`config.mk`:
```
export PLATFORM = sky130hd
export DESIGN_NAME = multi_channel_heartbeat_watchdog_top
export DESIGN_NICKNAME = d
export VERILOG_FILES = /design/src/hdl/hbwd_pkg.sv /design/src/hdl/multi_channel_heartbeat_watchdog_top.sv /design/src/hdl/hbwd_front.sv /design/src/hdl/hbwd_back.sv
export SDC_FILE = /design/constraint.sdc
export NUM_CORES = 1
export LEC_CHECK = 0
export BUFFER_PORTS_ARGS = -buffer_cell sky130_fd_sc_hd__buf_2
export CORE_MARGIN = 2
export CORE_UTILIZATION = 45
export CTS_BUF_LIST = sky130_fd_sc_hd__clkbuf_2 sky130_fd_sc_hd__clkbuf_4 sky130_fd_sc_hd__clkbuf_8
export DETAILED_ROUTE_END_ITERATION = 10
export SLEW_MARGIN = 20
export SYNTH_ARGS = -nofsm -noshare
export SYNTH_HDL_FRONTEND = slang
export SYNTH_SLANG_ARGS = --single-unit
```
`constraint.sdc`:
```
create_clock -name aclk -period 8 [get_ports aclk]
set_clock_uncertainty 0.1 [all_clocks]
set_input_delay 1.2 -clock aclk [delete_from_list [all_inputs] [get_ports aclk]]
set_output_delay 1.2 -clock aclk [all_outputs]
set_load 0.01 [all_outputs]
```
`src/hdl/hbwd_pkg.sv`:
```
`default_nettype none

package hbwd_pkg;

    // Block dimensions.
    localparam int CHANNELS     = 8;
    localparam int BEAT_WIDTH   = 8;
    localparam int RESULT_CAP   = 8;
    localparam int CH_W         = 3;
    localparam int IDX_W        = (CHANNELS > 1) ? $clog2(CHANNELS) : 1;
    localparam int CNT_W        = $clog2(RESULT_CAP + 1);
    localparam int MISS_W       = 5;
    localparam int LIMIT_W      = 4;
    localparam int CFG_W        = 32;
    localparam int TDATA_W      = 8;
    localparam int QUEUE_DEPTH  = 2;
    localparam int QPTR_W       = 1;
    localparam int QCNT_W       = 2;

    localparam logic [CFG_W-1:0] LIMITS_RESET = 32'h5555_5555;

    // Item kinds carried on the input tuser bit.
    typedef enum logic {
        OP_BEAT = 1'b0,
        OP_TICK = 1'b1
    } op_t;

    // One classified input item as held in the queue.
    typedef struct packed {
        op_t             op;
        logic [CH_W-1:0] channel;
    } item_t;

    // Head of the queue as seen by the execution side.
    typedef struct packed {
        logic  valid;
        item_t item;
    } queue_head_t;

    // Execution sequencer states.
    typedef enum logic [1:0] {
        ST_IDLE,
        ST_SCAN,
        ST_FLUSH
    } exec_state_t;

    // Tolerated miss count of one channel; channels without limit bits get zero.
    function automatic logic [LIMIT_W-1:0] limit_of(input logic [CFG_W-1:0] limits,
                                                    input logic [IDX_W-1:0] ch);
        logic [LIMIT_W-1:0] lim;
        lim = '0;
        if (int'(ch) * LIMIT_W < CFG_W) begin
            lim = limits[int'(ch) * LIMIT_W +: LIMIT_W];
        end
        return lim;
    endfunction

endpackage

`default_nettype wire

```
`src/hdl/multi_channel_heartbeat_watchdog_top.sv`:
```
// Channel   Direction  Handshake          Payload
// s_        in         s_tvalid/s_tready  s_tdata[2:0] channel, s_tuser[0] operation
// m_        out        m_tvalid/m_tready  m_tdata[2:0] restart_channel, m_tlast last
// cfg_      in         cfg_wr_en          cfg_wr_data miss_limits (4 bits per channel)
//
// A heartbeat item is handled in the idle state of the execution sequencer.
// A check tick is dequeued, then each channel is scanned in turn through the single read port
// of the channel state, and then the final result is flushed.
// A two-entry input queue keeps accepting items, until it is full, while the sequencer works or stalls.
// The scan stalls only when a restart must go out while the output register is full.
// Reset is synchronous on aresetn low and clears all counters and the limits to 0x55555555.
`default_nettype none

module multi_channel_heartbeat_watchdog_top
    import hbwd_pkg::*;
(
    input  wire logic                aclk,
    input  wire logic                aresetn,
    input  wire logic                cfg_wr_en,
    input  wire logic [CFG_W-1:0]    cfg_wr_data,
    input  wire logic                s_tvalid,
    output logic                     s_tready,
    input  wire logic [TDATA_W-1:0]  s_tdata,   // [2:0] channel, [7:3] zero fill
    input  wire logic [0:0]          s_tuser,   // [0] operation
    output logic                     m_tvalid,
    input  wire logic                m_tready,
    output logic [TDATA_W-1:0]       m_tdata,   // [2:0] restart_channel, [7:3] zero fill
    output logic                     m_tlast
);

    queue_head_t      head;
    logic             pop;
    logic [CH_W-1:0]  out_channel;

    // Front: accept and classify items into the queue.
    hbwd_front u_front (
        .aclk        (aclk),
        .aresetn     (aresetn),
        .s_tvalid    (s_tvalid),
        .s_tready    (s_tready),
        .s_channel   (s_tdata[CH_W-1:0]),
        .s_operation (s_tuser[0]),
        .pop         (pop),
        .head        (head)
    );

    // Back: execute heartbeats and check scans.
    hbwd_back u_back (
        .aclk        (aclk),
        .aresetn     (aresetn),
        .cfg_wr_en   (cfg_wr_en),
        .cfg_wr_data (cfg_wr_data),
        .head        (head),
        .pop         (pop),
        .out_valid   (m_tvalid),
        .out_ready   (m_tready),
        .out_channel (out_channel),
        .out_last    (m_tlast)
    );

    assign m_tdata = {{(TDATA_W - CH_W){1'b0}}, out_channel};

endmodule

`default_nettype wire

```
`src/hdl/hbwd_front.sv`:
```
`default_nettype none

module hbwd_front
    import hbwd_pkg::*;
(
    input  wire logic        aclk,
    input  wire logic        aresetn,
    input  wire logic        s_tvalid,
    output logic             s_tready,
    input  wire logic [2:0]  s_channel,
    input  wire logic        s_operation,
    input  wire logic        pop,
    output queue_head_t      head
);

    item_t               q_reg [QUEUE_DEPTH];
    logic [QPTR_W-1:0]   wr_ptr_reg, wr_ptr_next;
    logic [QPTR_W-1:0]   rd_ptr_reg, rd_ptr_next;
    logic [QCNT_W-1:0]   count_reg, count_next;
    item_t               in_item;
    logic                push;
    logic                pop_ok;

    // Classify the incoming item by its kind bit.
    always_comb begin
        in_item.op      = s_operation ? OP_TICK : OP_BEAT;
        in_item.channel = s_channel;
    end

    assign s_tready   = (count_reg != QCNT_W'(QUEUE_DEPTH));
    assign push       = s_tvalid && s_tready;
    assign pop_ok     = pop && (count_reg != '0);
    assign head.valid = (count_reg != '0);
    assign head.item  = q_reg[rd_ptr_reg];

    // Queue pointers and fill level.
    always_comb begin
        wr_ptr_next = push   ? wr_ptr_reg + 1'b1 : wr_ptr_reg;
        rd_ptr_next = pop_ok ? rd_ptr_reg + 1'b1 : rd_ptr_reg;
        count_next  = count_reg;
        if (push && !pop_ok) begin
            count_next = count_reg + 1'b1;
        end else if (!push && pop_ok) begin
            count_next = count_reg - 1'b1;
        end
    end

    always_ff @(posedge aclk) begin
        if (!aresetn) begin
            wr_ptr_reg <= '0;
            rd_ptr_reg <= '0;
            count_reg  <= '0;
        end else begin
            wr_ptr_reg <= wr_ptr_next;
            rd_ptr_reg <= rd_ptr_next;
            count_reg  <= count_next;
        end
    end

    // Queue storage.
    always_ff @(posedge aclk) begin
        if (push) begin
            q_reg[wr_ptr_reg] <= in_item;
        end
    end

endmodule

`default_nettype wire

```
`src/hdl/hbwd_back.sv`:
```
`default_nettype none

module hbwd_back
    import hbwd_pkg::*;
(
    input  wire logic              aclk,
    input  wire logic              aresetn,
    input  wire logic              cfg_wr_en,
    input  wire logic [CFG_W-1:0]  cfg_wr_data,
    input  wire queue_head_t       head,
    output logic                   pop,
    output logic                   out_valid,
    input  wire logic              out_ready,
    output logic [CH_W-1:0]        out_channel,
    output logic                   out_last
);

    exec_state_t            state_reg, state_next;
    logic [IDX_W-1:0]       scan_idx_reg, scan_idx_next;
    logic [CNT_W-1:0]       n_reg, n_next;
    logic                   pend_valid_reg, pend_valid_next;
    logic [IDX_W-1:0]       pend_ch_reg, pend_ch_next;
    logic [CFG_W-1:0]       limits_reg, limits_next;
    logic                   out_valid_reg, out_valid_next;
    logic [CH_W-1:0]        out_ch_reg, out_ch_next;
    logic                   out_last_reg, out_last_next;

    logic [BEAT_WIDTH-1:0]  beat_reg [CHANNELS];
    logic [BEAT_WIDTH-1:0]  seen_reg [CHANNELS];
    logic [MISS_W-1:0]      miss_reg [CHANNELS];

    logic [IDX_W-1:0]       rd_idx;
    logic [BEAT_WIDTH-1:0]  beat_rd;
    logic [BEAT_WIDTH-1:0]  seen_rd;
    logic [MISS_W-1:0]      miss_inc;
    logic                   differ;
    logic                   restart;
    logic                   report;
    logic                   out_free;
    logic                   scan_go;
    logic                   last_idx;
    logic                   in_range;
    logic                   beat_we;
    logic                   tick_start;
    logic                   scan_step;
    logic                   emit_mid;
    logic                   emit_final;

    // Channel state is read at one place: the heartbeat's channel or the scan index.
    assign rd_idx   = (state_reg == ST_IDLE) ? head.item.channel[IDX_W-1:0] : scan_idx_reg;
    assign beat_rd  = beat_reg[rd_idx];
    assign seen_rd  = seen_reg[rd_idx];
    assign miss_inc = miss_reg[rd_idx] + 1'b1;
    assign differ   = (beat_rd != seen_rd);
    assign restart  = !differ && (miss_inc > MISS_W'(limit_of(limits_reg, rd_idx)));
    assign report   = restart && (n_reg < CNT_W'(RESULT_CAP));
    assign in_range = (int'(head.item.channel) < CHANNELS);

    // A restart is held back one find so that the final one can carry last.
    assign out_free = !out_valid_reg || out_ready;
    assign scan_go  = !(report && pend_valid_reg) || out_free;
    assign last_idx = (scan_idx_reg == IDX_W'(CHANNELS - 1));

    // Next state of the sequencer.
    always_comb begin
        state_next = state_reg;
        unique case (state_reg)
            ST_IDLE: begin
                if (head.valid && head.item.op == OP_TICK) begin
                    state_next = ST_SCAN;
                end
            end
            ST_SCAN: begin
                if (scan_go && last_idx) begin
                    state_next = ST_FLUSH;
                end
            end
            ST_FLUSH: begin
                if (!pend_valid_reg || out_free) begin
                    state_next = ST_IDLE;
                end
            end
            default: begin
                state_next = ST_IDLE;
            end
        endcase
    end

    // Sequencer outputs.
    always_comb begin
        pop        = 1'b0;
        scan_step  = 1'b0;
        emit_final = 1'b0;
        unique case (state_reg)
            ST_IDLE: begin
                pop = head.valid;
            end
            ST_SCAN: begin
                scan_step = scan_go;
            end
            ST_FLUSH: begin
                emit_final = pend_valid_reg && out_free;
            end
            default: begin
                pop = 1'b0;
            end
        endcase
    end

    assign beat_we    = pop && (head.item.op == OP_BEAT) && in_range;
    assign tick_start = pop && (head.item.op == OP_TICK);
    assign emit_mid   = scan_step && report && pend_valid_reg;

    // Scan bookkeeping, pending restart and output register.
    always_comb begin
        scan_idx_next   = scan_idx_reg;
        n_next          = n_reg;
        pend_valid_next = pend_valid_reg;
        pend_ch_next    = pend_ch_reg;
        limits_next     = cfg_wr_en ? cfg_wr_data : limits_reg;
        out_valid_next  = out_valid_reg;
        out_ch_next     = out_ch_reg;
        out_last_next   = out_last_reg;

        if (out_valid_reg && out_ready) begin
            out_valid_next = 1'b0;
        end
        if (tick_start) begin
            scan_idx_next   = '0;
            n_next          = '0;
            pend_valid_next = 1'b0;
        end
        if (scan_step) begin
            scan_idx_next = scan_idx_reg + 1'b1;
            if (report) begin
                pend_valid_next = 1'b1;
                pend_ch_next    = scan_idx_reg;
                n_next          = n_reg + 1'b1;
            end
        end
        if (emit_mid) begin
            out_valid_next = 1'b1;
            out_ch_next    = CH_W'(pend_ch_reg);
            out_last_next  = 1'b0;
        end
        if (emit_final) begin
            pend_valid_next = 1'b0;
            out_valid_next  = 1'b1;
            out_ch_next     = CH_W'(pend_ch_reg);
            out_last_next   = 1'b1;
        end
    end

    always_ff @(posedge aclk) begin
        if (!aresetn) begin
            state_reg      <= ST_IDLE;
            scan_idx_reg   <= '0;
            n_reg          <= '0;
            pend_valid_reg <= 1'b0;
            limits_reg     <= LIMITS_RESET;
            out_valid_reg  <= 1'b0;
        end else begin
            state_reg      <= state_next;
            scan_idx_reg   <= scan_idx_next;
            n_reg          <= n_next;
            pend_valid_reg <= pend_valid_next;
            limits_reg     <= limits_next;
            out_valid_reg  <= out_valid_next;
        end
    end

    always_ff @(posedge aclk) begin
        pend_ch_reg  <= pend_ch_next;
        out_ch_reg   <= out_ch_next;
        out_last_reg <= out_last_next;
    end

    // Per-channel counters: heartbeat bumps the beat count, a scan step checks one channel.
    always_ff @(posedge aclk) begin
        if (!aresetn) begin
            for (int k = 0; k < CHANNELS; k++) begin
                beat_reg[k] <= '0;
                seen_reg[k] <= '0;
                miss_reg[k] <= '0;
            end
        end else begin
            if (beat_we) begin
                beat_reg[rd_idx] <= beat_rd + 1'b1;
            end
            if (scan_step) begin
                if (differ) begin
                    seen_reg[rd_idx] <= beat_rd;
                end else begin
                    miss_reg[rd_idx] <= restart ? '0 : miss_inc;
                end
            end
        end
    end

    assign out_valid   = out_valid_reg;
    assign out_channel = out_ch_reg;
    assign out_last    = out_last_reg;

endmodule

`default_nettype wire

```
==> impl_metrics.ini <==
[cells_and_area]
layout_commonest_cell = nor2_1
layout-drive-gt1-share = 0.1715
mostFrequentLayoutCells = nor2_1 (205), edfxtp_1 (182), nand2_1 (86), mux2i_1 (58), dfxtp_1 (49)
layout.nets = 1057
fillCellCount = 2142
diodes = 0
area_delta_synth_final_pct = 12.02

[floorplan]
initial_core_util = 0.4613
die_y_um = 159.6
dieArea_sq_um = 25460
placementRows = 56
ios = 57
core_region_area_sq_um = 23610
die_width_um = 159.6

[synth]
yosys.area.top_type = edfxtp_1
synthMuxAreaShare = 0.09248
synth_top_family_by_area = simple AND/OR/NAND/NOR gates
synth_compound_area_frac = 0.09018
yosys.area_share.xor_xnor = 0.03929
synth_ff_type = edfxtp_1
yosys.area_share.simple = 0.1460
synth_adder_area_share = 0.01149
synth_edf_count = 182
synthTopCellsByArea = edfxtp_1 (50%), dfxtp_1 (9.0%), nor2_1 (7.1%)
synthCells = 934
ys_seq_area_frac = 0.5918
syn_area_sq_um = 10890
ys_warn_count = 0
ys_ff_latch = 231
synth.avg_cell_area_sq_um = 11.66
async_flop_share = 0
synth_top_area_share = 0.5018
synth_cell_type_count = 70

[critical_path]
worstPathBufferInverterCount = 0
arrival_ns = 6.57
endpoint = u_back.miss_reg[2][4]$_SDFFCE_PN0P_
cp_common_cell = o21a_1
startpoint = u_back.state_reg[1]$_SDFFE_PN0P_
cp_top_family = simple AND/OR/NAND/NOR gates
crit_type = reg -> reg
cp_max_fo = 18
worst-path-stages = 16
critical-path-slowest-cell = or2_0
cp_slowest_stage_delay_ns = 0.80
reg2regPathDepth = 16
path_cells = or2_0 -> o21a_1 -> nand2_1 -> nor2_1 -> a22oi_1 -> and4_1 -> ha_1 -> nor2b_1 -> o21a_1 -> o21a_1 -> o21a_1 -> or2_2 -> mux2i_1 -> nor3_1 -> or4_1 -> o21ai_2
required_ns = 8.10
r2r_start = u_back.state_reg[1]$_SDFFE_PN0P_
worst_setup_path_start_kind = flop
endpoint_kind = flop
ff2ff_setup_slack_ns = 1.53
r2r-end = u_back.miss_reg[2][4]$_SDFFCE_PN0P_

[placement]
dp_hpwl_um = 19690
place_congestion = 0.8471
io_buffers = 46

[sta]
fin_crit_sh = 0.8088
fin_tns_setup_ns = 0
finalHoldViolations = 0
fmax_mhz = 154.5
drv_slew = 0
slew_headroom = 0.3035
setup_viol = 0
finalCriticalPeriod_ns = 6.471
worstMarginPinSlew_ns = 1.016
hold_ws_ns = 0.3196
rsz0062_at_grt = false

[power]
p_int_mw = 2.578
p_leak_nw = 4.578
netSwitchingFraction = 0.4296
power_frac_clock = 0.221
seqPwrFrac = 0.320
comb_power_share = 0.459
p_sw_mw = 1.941
pwr_density_cell_nw_per_um2 = 370.4
ir_drop_mv = 0.2243

[global_routing]
grt_pass1_vias = 7555
grt_use_total = 0.2299
grt_max_degree = 58
grt_remaining_overflow = 0
antenna_found_initial = 0
grt_pass1_wl_um = 44700

[drt]
drcViolationCount = 0
drtAntennaViolNets = 0
vias = 7607
wl_per_cell_um = 21.32
drtIter0Drc = 610
drt-total-wl_um = 28680
via_per_inst = 5.656
first_pass_iters = 5

[cts]
root_buffer = clkbuf_8
cts_made_buffers = 39
htreeDepth = 2
cts_tree = done
ctsHoldBuffers = 0
post_cts_buffers = 0
clk_path_buf_depth = 3
clkTransAtPathRegs_ns = 0.06
clock_sinks = 231
post_cts_resized = 0
insertion_delay_ns = 0.56

[worst_hold_path]
hold_class = reg -> reg

[status]
status = completed

[flow_run]
max-cap-violations = 0
## power groups by stage
stage	sequential (mW)	clock [mW]	combinational [mW]
after detailed placement	1.47	0	2.05
final	1.45	1.00	2.07
after CTS	1.44	1.02	2.06
after global placement	1.47	0	2.03
after global routing	1.45	1.07	2.24
after floorplan	1.45	0	1.43
## how the worst min path moves through the flow
stage | slack [ns] | endpoint | start | cells after the start
after floorplan | 0.30 | u_back.out_channel[0]$_DFFE_PP_ | u_back.pend_ch_reg[0]$_DFFE_PP_ | 0
after global placement | 0.30 | u_back.out_channel[1]$_DFFE_PP_ | u_back.pend_ch_reg[1]$_DFFE_PP_ | 0
after detailed placement | 0.31 | u_back.out_channel[1]$_DFFE_PP_ | u_back.pend_ch_reg[1]$_DFFE_PP_ | 0
after CTS | 0.32 | u_back.out_channel[2]$_DFFE_PP_ | u_back.pend_ch_reg[2]$_DFFE_PP_ | 0
after global routing | 0.33 | u_back.out_channel[0]$_DFFE_PP_ | u_back.pend_ch_reg[0]$_DFFE_PP_ | 0
final | 0.32 | u_back.out_channel[2]$_DFFE_PP_ | u_back.pend_ch_reg[2]$_DFFE_PP_ | 0
## metrics by stage
| stage | instances | power (mW) | instance area, sq um | utilization | worst slack (ns) |
|---|---|---|---|---|---|
| global placement | 1279 | 3.500 | 11480 | 0.4863 | 1.767 |
| detailed placement | 1279 | 3.521 | 11480 | 0.4863 | 1.639 |
| global route | 1345 | 4.764 | 12200 | 0.5167 | 1.237 |
| floorplan | 946 | 2.883 | 10940 | - | 2.726 |
| CTS | 1345 | 4.526 | 12200 | 0.5167 | 1.587 |
| finish | 1345 | 4.519 | 12200 | 0.5167 | 1.529 |
## worst reg2reg max path, cell delays in order, from the launching register on
cell     delay [ns]
dfxtp_1        0.49
or2_0          0.80
o21a_1         0.76
nand2_1        0.17
nor2_1         0.60
a22oi_1        0.19
and4_1         0.30
ha_1           0.31
nor2b_1        0.13
o21a_1         0.16
o21a_1         0.16
o21a_1         0.17
or2_2          0.29
mux2i_1        0.26
nor3_1         0.13
or4_1          0.67
o21ai_2        0.42
## cells by family after synthesis
family / Yosys count
AOI/OAI and AO/OA: 125
xor gates and xnor gates: 48
adders and majority gates: 10
buffers and inverters: 63
DFF: 231
muxes: 82
other: 1
and+or+nand+nor: 374
## area by class of cell
type | instances | area (sq um) | area share
flip-flops and latches | 231 | 6446 | 0.5284
multi-input cells | 652 | 4213 | 0.3453
clock inverters | 12 | 61.31 | 0.005025
inverters | 10 | 37.54 | 0.003077
clock buffers | 54 | 655.6 | 0.05374
well taps | 319 | 399.1 | 0.03271
repair buffers | 67 | 387.9 | 0.03179
## routing by layer
layer  wire length [um]  vias up  track usage
met5                  0        -            0
met4                818        0      0.07851
met3               1716       60      0.03308
met2              13630      253       0.3697
met1              12520     3767       0.3206
li1                   -     3527            -
## cell usage after synthesis (all sizes together) (5+ instances only)
cell type / n
ha: 10
o211ai: 15
buf: 35
nand3: 28
nand2b: 6
nand4: 6
and3: 8
xnor2: 24
mux4: 14
clkbuf: 18
o22ai: 7
inv: 9
edfxtp: 182
a21oi: 14
xor2: 24
o2111ai: 5
nor3: 8
mux2i: 59
mux2: 9
nand2: 87
a31oi: 9
o21a: 7
dfxtp: 49
nor2: 206
a22oi: 12
a211oi: 7
o21ai: 17
nor2b: 7
Power figures use the tool's default switching activity.
